$ cat config.mk
export PLATFORM = sky130hd
export DESIGN_NAME = stl_ascii_facet_counter
export DESIGN_NICKNAME = d
export VERILOG_FILES = /design/src/hw/rtl/saf_pkg.sv /design/src/hw/rtl/saf_in_stage.sv /design/src/hw/rtl/saf_core.sv /design/src/hw/rtl/stl_ascii_facet_counter.sv
export SDC_FILE = /design/constraint.sdc
export NUM_CORES = 1
export LEC_CHECK = 0
export BUFFER_PORTS_ARGS = -buffer_cell sky130_fd_sc_hd__buf_2
export CAP_MARGIN = 30
export CORE_UTILIZATION = 45
export CTS_CLUSTER_SIZE = 40
export DETAILED_ROUTE_END_ITERATION = 16
export GPL_ROUTABILITY_DRIVEN = 0
export GPL_TIMING_DRIVEN = 1
export PLACE_DENSITY_LB_ADDON = 0.15
export RECOVER_POWER = 50
export SYNTH_ARGS = -nofsm -noshare
export SYNTH_HDL_FRONTEND = slang
export SYNTH_HIERARCHICAL = 1
export SYNTH_SLANG_ARGS = --single-unit
export TNS_END_PERCENT = 5
$ cat constraint.sdc
create_clock -name clk_i -period 9.4 [get_ports clk_i]
set_clock_uncertainty 0.2 [all_clocks]
set_input_delay 1.88 -clock clk_i [delete_from_list [all_inputs] [get_ports clk_i]]
set_output_delay 1.88 -clock clk_i [all_outputs]
set_load 0.02 [all_outputs]
$ cat src/hw/rtl/saf_pkg.sv
`timescale 1ns / 1ps
// ----------------------------------------------------------------------------
// saf_pkg: shared definitions for the ASCII STL facet counter
// Keyword codes, counter widths, configuration register indexes and the
// structs for configuration, the items from the input stage to the core and results.
// ----------------------------------------------------------------------------
package saf_pkg;

  localparam int unsigned SIZE_BITS     = 48;
  localparam int unsigned COUNT_BITS    = 32;
  localparam int unsigned BYTE_TOTAL_W  = 48;
  localparam int unsigned FACET_TOTAL_W = 32;

  localparam int unsigned WIN_BYTES = 8;
  localparam int unsigned WIN_W     = 8 * WIN_BYTES;
  localparam int unsigned FILL_W    = $clog2(WIN_BYTES + 1);

  // "endfacet" and "endsolid", first character in the high byte.
  localparam logic [WIN_W-1:0] KEY_FACET = 64'h656E_6466_6163_6574;
  localparam logic [WIN_W-1:0] KEY_SOLID = 64'h656E_6473_6F6C_6964;

  localparam int unsigned CFG_IDX_W = 2;

  typedef enum logic [CFG_IDX_W-1:0] {
    CFG_SIZE_EN  = 2'd0,
    CFG_FACET_EN = 2'd1
  } cfg_reg_e;

  typedef struct packed {
    logic size_enable;
    logic facet_enable;
  } cfg_t;

  typedef struct packed {
    logic [7:0] data_byte;
    logic       stream_last;
  } item_t;

  typedef struct packed {
    logic [BYTE_TOTAL_W-1:0]  byte_total;
    logic [FACET_TOTAL_W-1:0] facet_total;
    logic                     terminator_seen;
  } result_t;

endpackage

$ cat src/hw/rtl/saf_in_stage.sv
`timescale 1ns / 1ps
// ----------------------------------------------------------------------------
// saf_in_stage: input register
// Holds one accepted stream byte for the match core. A new request is taken
// whenever the register is empty or the core takes the held byte.
// ----------------------------------------------------------------------------
module saf_in_stage (
  input  logic           clk_i,
  input  logic           rst_ni,
  input  logic           in_valid_i,
  output logic           in_ready_o,
  input  saf_pkg::item_t in_item_i,
  output logic           item_valid_o,
  input  logic           item_ready_i,
  output saf_pkg::item_t item_o
);
  import saf_pkg::*;

  logic  valid_q;
  logic  valid_d;
  item_t item_q;
  logic  load;

  assign in_ready_o = !valid_q || item_ready_i;
  assign load       = in_valid_i && in_ready_o;

  always_comb begin
    valid_d = valid_q;
    if (load) begin
      valid_d = 1'b1;
    end else if (item_ready_i) begin
      valid_d = 1'b0;
    end
  end

  always_ff @(posedge clk_i or negedge rst_ni) begin
    if (!rst_ni) begin
      valid_q <= 1'b0;
    end else begin
      valid_q <= valid_d;
    end
  end

  always_ff @(posedge clk_i) begin
    if (load) begin
      item_q <= in_item_i;
    end
  end

  assign item_valid_o = valid_q;
  assign item_o       = item_q;

endmodule

$ cat src/hw/rtl/saf_core.sv
`timescale 1ns / 1ps
// ----------------------------------------------------------------------------
// saf_core: keyword matcher, counters and result register
// Shifts each byte up to endsolid into an eight-byte window, compares it with
// both keywords, updates the saturating counters and registers one result.
// ----------------------------------------------------------------------------
module saf_core (
  input  logic             clk_i,
  input  logic             rst_ni,
  input  saf_pkg::cfg_t    cfg_i,
  input  logic             item_valid_i,
  output logic             item_ready_o,
  input  saf_pkg::item_t   item_i,
  output logic             out_valid_o,
  input  logic             out_ready_i,
  output saf_pkg::result_t result_o
);
  import saf_pkg::*;

  localparam logic [SIZE_BITS-1:0]  SIZE_MAX  = {SIZE_BITS{1'b1}};
  localparam logic [COUNT_BITS-1:0] COUNT_MAX = {COUNT_BITS{1'b1}};

  logic [WIN_W-1:0]      win_q, win_d;
  logic [FILL_W-1:0]     fill_q, fill_d;
  logic [SIZE_BITS-1:0]  byte_cnt_q, byte_cnt_d;
  logic [COUNT_BITS-1:0] facet_cnt_q, facet_cnt_d;
  logic                  done_q, done_d;
  logic                  out_valid_q, out_valid_d;
  result_t               result_q, result_d;

  logic                  fire;
  logic [WIN_W-1:0]      win_next;
  logic                  win_full;
  logic                  is_facet;
  logic                  is_solid;
  logic                  emit;
  logic                  emit_term;
  logic                  clear;
  logic [SIZE_BITS-1:0]  byte_cnt_upd;
  logic [COUNT_BITS-1:0] facet_cnt_upd;

  assign item_ready_o = !out_valid_q || out_ready_i;
  assign fire         = item_valid_i && item_ready_o;

  // The window counts as full once the incoming byte is the eighth one.
  assign win_next = {win_q[WIN_W-9:0], item_i.data_byte};
  assign win_full = fill_q >= FILL_W'(WIN_BYTES - 1);
  assign is_facet = win_full && (win_next == KEY_FACET);
  assign is_solid = win_full && (win_next == KEY_SOLID);

  always_comb begin
    win_d       = win_q;
    fill_d      = fill_q;
    byte_cnt_d  = byte_cnt_q;
    facet_cnt_d = facet_cnt_q;
    done_d      = done_q;
    emit        = 1'b0;
    emit_term   = 1'b0;
    clear       = 1'b0;

    if (fire) begin
      if (done_q) begin
        // Bytes after endsolid are dropped; the last one re-arms the block.
        clear = item_i.stream_last;
      end else begin
        win_d = win_next;
        if (fill_q != FILL_W'(WIN_BYTES)) begin
          fill_d = fill_q + FILL_W'(1);
        end
        if (cfg_i.size_enable && byte_cnt_q != SIZE_MAX) begin
          byte_cnt_d = byte_cnt_q + SIZE_BITS'(1);
        end
        if (is_facet && cfg_i.facet_enable && facet_cnt_q != COUNT_MAX) begin
          facet_cnt_d = facet_cnt_q + COUNT_BITS'(1);
        end
        if (is_solid) begin
          emit      = 1'b1;
          emit_term = 1'b1;
          clear     = item_i.stream_last;
          done_d    = !item_i.stream_last;
        end else if (item_i.stream_last) begin
          emit  = 1'b1;
          clear = 1'b1;
        end
      end
    end

    // A result carries the counts after this byte, before a re-arm clears them.
    byte_cnt_upd  = byte_cnt_d;
    facet_cnt_upd = facet_cnt_d;

    if (clear) begin
      win_d       = '0;
      fill_d      = '0;
      byte_cnt_d  = '0;
      facet_cnt_d = '0;
      done_d      = 1'b0;
    end
  end

  always_comb begin
    result_d                 = result_q;
    result_d.byte_total      = cfg_i.size_enable ? BYTE_TOTAL_W'(byte_cnt_upd) : '0;
    result_d.facet_total     = cfg_i.facet_enable ?
                               FACET_TOTAL_W'(facet_cnt_upd) : '0;
    result_d.terminator_seen = emit_term;

    out_valid_d = out_valid_q;
    if (emit) begin
      out_valid_d = 1'b1;
    end else if (out_ready_i) begin
      out_valid_d = 1'b0;
    end
  end

  always_ff @(posedge clk_i or negedge rst_ni) begin
    if (!rst_ni) begin
      win_q       <= '0;
      fill_q      <= '0;
      byte_cnt_q  <= '0;
      facet_cnt_q <= '0;
      done_q      <= 1'b0;
      out_valid_q <= 1'b0;
    end else begin
      win_q       <= win_d;
      fill_q      <= fill_d;
      byte_cnt_q  <= byte_cnt_d;
      facet_cnt_q <= facet_cnt_d;
      done_q      <= done_d;
      out_valid_q <= out_valid_d;
    end
  end

  always_ff @(posedge clk_i) begin
    if (emit) begin
      result_q <= result_d;
    end
  end

  assign out_valid_o = out_valid_q;
  assign result_o    = result_q;

  a_solid_arms_done : assert property (@(posedge clk_i) disable iff (!rst_ni)
    (fire && !done_q && is_solid && !item_i.stream_last) |=> done_q)
    else $error("endsolid did not set the done flag");

  a_last_clears : assert property (@(posedge clk_i) disable iff (!rst_ni)
    (fire && item_i.stream_last) |=>
      (fill_q == '0 && !done_q && byte_cnt_q == '0 && facet_cnt_q == '0))
    else $error("stream state not cleared after the last byte");

  a_done_no_result : assert property (@(posedge clk_i) disable iff (!rst_ni)
    (fire && done_q && !out_valid_q) |=> !out_valid_q)
    else $error("result produced for a byte after endsolid");

  a_done_holds_counts : assert property (@(posedge clk_i) disable iff (!rst_ni)
    done_q |=> (facet_cnt_q == $past(facet_cnt_q) || facet_cnt_q == '0))
    else $error("facet count moved after endsolid");

endmodule

$ cat src/hw/rtl/stl_ascii_facet_counter.sv
`timescale 1ns / 1ps
// ----------------------------------------------------------------------------
// stl_ascii_facet_counter: ASCII STL facet and size counter
// A result reaches the output through the input register and then the result
// register after the byte that causes it is accepted, when the output is free.
// Throughput: one byte per cycle while the output is not held, set by the window
// compare and counter update in the match core.
// Reset clears the window, counters and done flag and sets both enables.
// ----------------------------------------------------------------------------
module stl_ascii_facet_counter (
  input  logic                                clk_i,
  input  logic                                rst_ni,
  input  logic                                cfg_valid_i,
  output logic                                cfg_ready_o,
  input  logic [saf_pkg::CFG_IDX_W-1:0]       cfg_index_i,
  input  logic                                cfg_data_i,
  input  logic                                in_valid_i,
  output logic                                in_ready_o,
  input  logic [7:0]                          data_byte_i,
  input  logic                                stream_last_i,
  output logic                                out_valid_o,
  input  logic                                out_ready_i,
  output logic [saf_pkg::BYTE_TOTAL_W-1:0]    byte_total_o,
  output logic [saf_pkg::FACET_TOTAL_W-1:0]   facet_total_o,
  output logic                                terminator_seen_o
);
  import saf_pkg::*;

  cfg_t    cfg_q, cfg_d;
  item_t   in_item;
  item_t   item;
  logic    item_valid;
  logic    item_ready;
  result_t result;

  assign cfg_ready_o = 1'b1;

  always_comb begin
    cfg_d = cfg_q;
    if (cfg_valid_i) begin
      case (cfg_reg_e'(cfg_index_i))
        CFG_SIZE_EN:  cfg_d.size_enable  = cfg_data_i;
        CFG_FACET_EN: cfg_d.facet_enable = cfg_data_i;
        default:      cfg_d = cfg_q;
      endcase
    end
  end

  always_ff @(posedge clk_i or negedge rst_ni) begin
    if (!rst_ni) begin
      cfg_q <= '{size_enable: 1'b1, facet_enable: 1'b1};
    end else begin
      cfg_q <= cfg_d;
    end
  end

  assign in_item.data_byte   = data_byte_i;
  assign in_item.stream_last = stream_last_i;

  saf_in_stage u_in_stage (
    .clk_i        (clk_i),
    .rst_ni       (rst_ni),
    .in_valid_i   (in_valid_i),
    .in_ready_o   (in_ready_o),
    .in_item_i    (in_item),
    .item_valid_o (item_valid),
    .item_ready_i (item_ready),
    .item_o       (item)
  );

  saf_core u_core (
    .clk_i        (clk_i),
    .rst_ni       (rst_ni),
    .cfg_i        (cfg_q),
    .item_valid_i (item_valid),
    .item_ready_o (item_ready),
    .item_i       (item),
    .out_valid_o  (out_valid_o),
    .out_ready_i  (out_ready_i),
    .result_o     (result)
  );

  assign byte_total_o      = result.byte_total;
  assign facet_total_o     = result.facet_total;
  assign terminator_seen_o = result.terminator_seen;

endmodule
== Yosys cells after proc, flatten, opt, wreduce, memory -nomap -nowiden ==
Cells that the tools add are included.
Cells by class
  $add $sub $neg: 3
  magnitude comparators: 1
  eq/ne operators: 7
  mux-type cells: 31
  bitwise operators: 1
  reductions and logical operators: 22
Operator list (number)
  two-way mux 48 bit: 4
  two-way mux 56 bit: 3
  == test 64 x 63 -> 1 bit (second input constant): 2
  two-way mux 32 bit: 4
  adder 48 x 1 -> 48 bit (second input constant): 1
  != test 48 bit (second input constant): 1
  adder 32 x 1 -> 32 bit (second input constant): 1
  != test 32 bit (second input constant): 1
  two-way mux 1 bit: 16
  two-way mux 4 bit: 4
  nonzero test 2 bit: 4
  logical AND 1 bit: 7
  AND reduction 2 bit: 3
  adder 4 x 1 -> 4 bit (second input constant): 1
  greater-or-equal comparator 4 x 3 -> 1 bit (second input constant): 1
  != test 4 bit (second input constant): 1
  zero test 1 bit: 3
  AND reduction 3 bit: 1
  == test 2 x 1 -> 1 bit (second input constant): 1
  zero test 2 bit: 1
  logical OR 1 bit: 2
  != test 2 bit (second input constant): 1
  OR reduction 2 bit: 1
  NOT 1 bit: 1
Word-level totals
  register bits after elaboration: 235
  bits of input ports: 17
  word-level logic and storage cells: 79

== Depth between registers and ports, before layout ==
Gate-level depths: netlist (run 1).
  depth after elaboration: 8
  depth in mapped cells: 8

== By module ==
Netlist (run 1), hierarchy kept.
Modules (own cells, without submodules)
  saf_core: times used 1, cells an instance 873, area each 9882.0 um^2, sequential area each 5985.7 um^2
  saf_in_stage: times used 1, cells an instance 13, area each 324.1 um^2, sequential area each 295.3 um^2
  stl_ascii_facet_counter: times used 1, cells an instance 8, area each 101.3 um^2, sequential area each 52.6 um^2

== Worst setup path before layout (run 1) ==
Ideal clock, no wire load.
  path kind: input to register
  from: input port out_ready_i
  to: register u_core.result_q, in the netlist u_core/result_o[0], enable pin
  arrival time: 6569 ps
  data required time: 8653 ps
  setup slack: 2084 ps
  cell stages on the path: 6
  cell sequence: nor2b_1 > inv_1 > nand2_1 > nor4_1 > nand2_1 > a21oi_1
On the way
  word-level cells in the longest chain between the ends: 3
Ends and longest elaborated chain
  from (decl): line stl_ascii_facet_counter.sv:22  | input logic out_ready_i,
  logical OR 1 bit: line saf_core.sv:42  | assign item_ready_o = !out_valid_q || out_ready_i;
  named net item_ready: line stl_ascii_facet_counter.sv:33  | logic item_ready;
  logical AND 1 bit: line saf_core.sv:43  | assign fire = item_valid_i && item_ready_o;
  two-way mux 1 bit: line saf_core.sv:61  | if (fire) begin
  named net u_core.emit: line saf_core.sv:36  | logic emit;
  to (signal assigned): line saf_core.sv:136  | result_q <= result_d;
  to (decl): line saf_core.sv:29  | result_t result_q, result_d;
The timed path passes the listed nets, and every way through them passes these cells.
A chain may end at the register's enable or synchronous reset.

==> results of run 1 <==
-- logic make-up after synthesis --
logic type | after synthesis | synth area share, %
and+or+nand+nor | 362 | 18.9
DFF | 235 | 61.4
AOI/OAI and AO/OA | 174 | 11.8
xor gates and xnor gates | 53 | 4.50
adders and majority gates | 4 | 0.486
buffers and inverters | 59 | 2.20
muxes | 6 | 0.607
other | 1 | 0.0364
-- report_power, final --
group | switching [mW] | internal, mW | total, mW
registers | 0.0339 | 1.11 | 1.15
clock network | 0.386 | 0.565 | 0.951
logic | 0.119 | 0.0455 | 0.164
-- state kept, by name (all words and copies together), names as in the netlist --
signal / flops
cfg_q: 2
u_core/byte_cnt_q: 48
u_core/done_q: 1
u_core/facet_cnt_q: 32
u_core/fill_q: 4
u_core/out_valid_o: 1
u_core/result_o: 81
u_core/win_q: 56
u_in_stage/item_o: 9
u_in_stage/item_valid_o: 1
-- layout make-up --
class	instances	area share (%)
Clock buffer	37	6.20
Sequential cell	235	53.6
Tap cell	285	3.02
Timing Repair Buffer	112	4.24
Clock inverter	9	0.593
Multi-Input combinational cell	600	31.9
Inverter	15	0.477
-- Yosys cell counts (all sizes together), types with 3 or more instances --
cell     count  area [sq um]
dfrtp      143          3580
nor2       108           405
edfxtp      90          2700
a22o        56           490
nand4       46           288
a21oi       41           205
clkbuf      37           139
nand3       36           185
nand2       34           128
or3         30           188
xnor2       30           263
o21ai       28           140
xor2        23           201
nor2b       22           138
nor3        18          90.1
and3        17           106
inv         15          56.3
a211oi      12          90.1
a21boi      12          90.1
nor4        10          77.6
and4         8          70.1
buf          7          31.3
nor4bb       7          70.1
a2111oi      6          52.6
and2         5          33.8
nand2b       5          38.8
o211ai       5          37.5
ha           4          50.1
mux2i        4          40.0
nor4b        4          35.0
or4          4          33.8
a31oi        3          18.8
or2          3          18.8
-- path summary, 6_finish.rpt --
path	cells after the start	slack, ns	to
worst min-delay path	1	0.28	u_core/win_q[2]
worst max register to register	6	4.76	u_core/result_o[72]
min in group asynchronous	1	2.76	u_core/win_q[12]
worst min register to register	1	0.28	u_core/win_q[2]
max in group clk_i	6	4.01	u_core/byte_cnt_q[4]
worst max-delay path	2	3.66	u_core/byte_cnt_q[13]
-- metrics by stage --
step	hold WS (ns)	worst slack, ns	instances	utilization [%]	cell area (sq um)
detailed placement	0.280	4.57	1246	49.4	11100
global placement	0.277	4.48	1243	49.2	11100
finish	0.277	3.66	1293	52.3	11800
global route	0.319	2.72	1293	52.3	11800
floorplan	0.259	2.08	894	-	10300
CTS	0.289	4.57	1292	52.9	11900
-- routing by layer --
| layer | vias to the layer above | track usage [%] | share of wire (%) |
|---|---|---|---|
| met1 | 3531 | 27.9 | 48 |
| met3 | 26 | 2.89 | 4.8 |
| met5 | - | 0 | 0 |
| met4 | 0 | 4.90 | 1.7 |
| li1 | 3522 | - | - |
| met2 | 176 | 30.4 | 45 |
==> reports/results.ini, run 1 <==
[status]
status=complete, but fails checks
violations=capacitance limit, slew limit

[yosys]
yosys_register_bits=235
avgSynthCellArea_sq_um=11.5
synth_area_sq_um=10300
synth_warnings=6
synth_ff_type=dfrtp_1
synth_cell_type_count=57
synth_nets=915
async_flop_share_pct=61.7
synth_edf_count=90
netlist_instances=894
ys_seq_area_share_pct=61.4

[layout]
fill_cells=2052
layout.cells.most_common=dfrtp_1
layout_common_cells=dfrtp_1, nor2_1, clkbuf_1
drive_gt1_share_pct=7.74
seqCellArea_sq_um=6330
multi_input_area_sq_um=3760
n_antenna_cell=0
fin_nets=1010
area_growth_pct=14.6

[drt]
dr.pass1.iters=4
routed_wl_um=22400
drt-vias-per-instance=5.61
vias=7255
drc_errors=0
first_iter_violations=449
wire_per_inst_um=17.3
ant_nets=0

[setup_path]
cpPeakStageDelay_ns=3.09
cp-start-kind=input port
worstPathCellList=clkbuf_1 -> buf_4
path_class=in2async
cp.arrival_ns=6.08
r2r_start=u_core/byte_cnt_q[26]
cp_num_buf_inv=2
critPathTopFamily=buffers and inverters
endpoint_kind=async pin
critical_path_required_ns=9.74
timing.critical_path.from=rst_ni
cp_max_fo=81
cpMaxStageDelayCell=clkbuf_1

[power_and_ir_drop]
ir_drop_uv=135
p_total_mw=2.26
leakagePower_nw=4.58
p_per_area_nw_per_um2=191

[placement]
dpl.hpwl_um=14200
io_buffers=99

[run]
max-cap-violations=3

[sta]
worstMarginPinSlew_ns=4.49
setup_viol=0
rsz0062_at_grt=no
hold_violations=0
relSlewSlack_pct=-199
finalSetupTns_ns=0
finalMaxSlewViolations=193
period_share_pct=61.1
fmax_mhz=174
min_period_ns=5.74

[floorplanning]
io_pins=101
die_x_um=153
floorplan.die_area_sq_um=23500
die_y_um=153
start_util_pct=45.7
num_rows=55
core_sq_um=22600

[min_path]
holdCritPathClass=reg2reg
worstHoldStart=u_in_stage/item_o[3]

[global_routing]
grt_remaining_overflow=0
grt_pass1_wl_um=36600
gr-usage-all-layers_pct=19.3
grt_pass1_vias=7029
antenna_found_initial=0
grt_max_degree=85

[clock_tree]
cts_setup_buffers=0
clock_sinks=235
cts_buffers=25
htree_num_levels=1
clock_latency_ns=0.52
cts_root_buffer=clkbuf_16
cts_tree=done
cts.reportedPaths.clkPinSlew_ns=0.06
cts_resized=0
cts_hold_buf=0
clk_path_buf_depth=3

(Power assumes the default switching activity.)
==> run 2: changes to the inputs <==
Clock period 9.4 ns to 5.7 ns, I/O delays scaled along.
==> reports/results.ini, run 2 (same netlist as run 1, synthesis figures left out) <==
[setup_path]
worstPathCellList=or4b_1 -> or4_4 -> nor4_4 -> clkbuf_1 -> nand2_1 -> a21oi_4 -> buf_4
cp_max_fo=45
cpMaxStageDelayCell=clkbuf_1
cpPeakStageDelay_ns=0.87
endpoint_kind=register
cp_num_buf_inv=2
critPathTopFamily=simple AND/OR/NAND/NOR gates
cp.arrival_ns=4.05
cp-start-kind=register
critical_path_required_ns=5.65
path_class=reg2reg

[sta]
hold_slack_ns=0.293
finalMaxSlewViolations=141
rsz0062_at_grt=no
hold_violations=0
worstMarginPinSlew_ns=1.82
fmax_mhz=244
relSlewSlack_pct=-21.8
period_share_pct=72.0
min_period_ns=4.10
finalSetupTns_ns=0
setup_viol=0

[clock_tree]
clk_path_buf_depth=3
htree_num_levels=1
cts_tree=done
clock_sinks=235
cts.reportedPaths.clkPinSlew_ns=0.06
clock_latency_ns=0.51
cts_root_buffer=clkbuf_16
cts_hold_buf=0
cts_resized=0
cts_buffers=25
cts_setup_buffers=0

[placement]
io_buffers=99
dpl.hpwl_um=14400

[layout]
fin_nets=1011
fill_cells=2058
drive_gt1_share_pct=7.84
layout.cells.most_common=dfrtp_1
largest_register_ffs=81
layout_common_cells=dfrtp_1, nor2_1, edfxtp_1
n_antenna_cell=0
area_growth_pct=14.7

[status]
violations=capacitance limit, slew limit
status=complete, but fails checks

[power_and_ir_drop]
p_sw_share_pct=23.7
pwr-share-seq_pct=50.0
leakagePower_nw=4.59
p_switching_uw=897
p_per_area_nw_per_um2=320
internal-power_mw=2.88
ir_drop_uv=202
power.share.clock_pct=42.9
pwr-share-comb_pct=7.1

[floorplanning]
start_util_pct=45.7
core_sq_um=22600
io_pins=101
die_y_um=153
die_x_um=153
num_rows=55
floorplan.die_area_sq_um=23500

[global_routing]
gr-usage-all-layers_pct=19.5
grt_remaining_overflow=0
use_met2_pct=29.8
antenna_found_initial=0
busiest_layer=met2
grt_pass1_vias=7049
grt_max_degree=85
grt_pass1_wl_um=37200
grtUsageMet1_pct=29.1
use_met3_pct=2.72

[drt]
dr.pass1.iters=5
vias=7209
ant_nets=0
drc_errors=0
drt-vias-per-instance=5.58
routed_wl_um=22500
wire_per_inst_um=17.4
first_iter_violations=424

[min_path]
holdCritPathClass=reg2reg

[run]
max-cap-violations=3

-- run 2: worst paths after layout --
check	startpoint	endpoint	slack, ns	depth (start not counted)
setup / recovery	u_core/win_q[33]	u_core/result_o[16]	1.60	7
setup reg to reg	u_core/win_q[33]	u_core/result_o[16]	1.60	7
hold / removal	u_in_stage/item_o[2]	u_core/win_q[1]	0.29	1
max in group asynchronous	rst_ni	u_core/facet_cnt_q[31]	2.92	2
hold reg to reg	u_in_stage/item_o[2]	u_core/win_q[1]	0.29	1
min in group asynchronous	rst_ni	u_core/win_q[0]	0.42	1
-- run 2: metal layers --
| metal | wire, um | part of all wire, % |
|---|---|---|
| met3 | 1120 | 5.0 |
| met5 | 0 | 0 |
| met4 | 366 | 1.6 |
| met2 | 10100 | 45 |
| met1 | 10900 | 49 |
-- run 2: layout make-up --
| type | count | area, sq um | area share, % |
|---|---|---|---|
| flip-flops and latches | 235 | 6330 | 53.6 |
| clock inverters | 14 | 143 | 1.21 |
| repair buffers | 113 | 490 | 4.15 |
| well taps | 285 | 357 | 3.02 |
| clock buffers | 31 | 678 | 5.74 |
| inverters | 15 | 56.3 | 0.476 |
| multi-input cells | 600 | 3760 | 31.8 |
-- run 2: per-stage QoR --
step / instance area (sq um) / std cells / total power [mW] / utilization, % / setup WS (ns)
finish: 11800 / 1293 / 3.78 / 52.4 / 1.60
floorplan: 10300 / 894 / 2.09 / - / 0.667
CTS: 12000 / 1293 / 3.84 / 52.9 / 2.26
detailed placement: 11100 / 1248 / 2.21 / 49.3 / 2.18
global placement: 11100 / 1247 / 2.20 / 49.3 / 2.24
global route: 11800 / 1293 / 3.93 / 52.4 / 1.37
-- run 2: power groups by stage --
| stage | Clock (mW) | Combinational (mW) | Sequential (mW) |
|---|---|---|---|
| floorplan | 0 | 0.145 | 1.95 |
| global placement | 0 | 0.281 | 1.92 |
| detailed placement | 0 | 0.285 | 1.92 |
| CTS | 1.67 | 0.287 | 1.89 |
| global route | 1.73 | 0.299 | 1.90 |
| finish | 1.62 | 0.269 | 1.89 |
-- run 2: worst register-to-register path: cells and delay by family (launching register included) --
kind / cells / cell delay [ns]
AO/OA/AOI/OAI: 1 / 0.23
AND/OR/NAND/NOR: 4 / 1.51
flip-flops: 1 / 0.39
buffers and inverters: 2 / 1.39
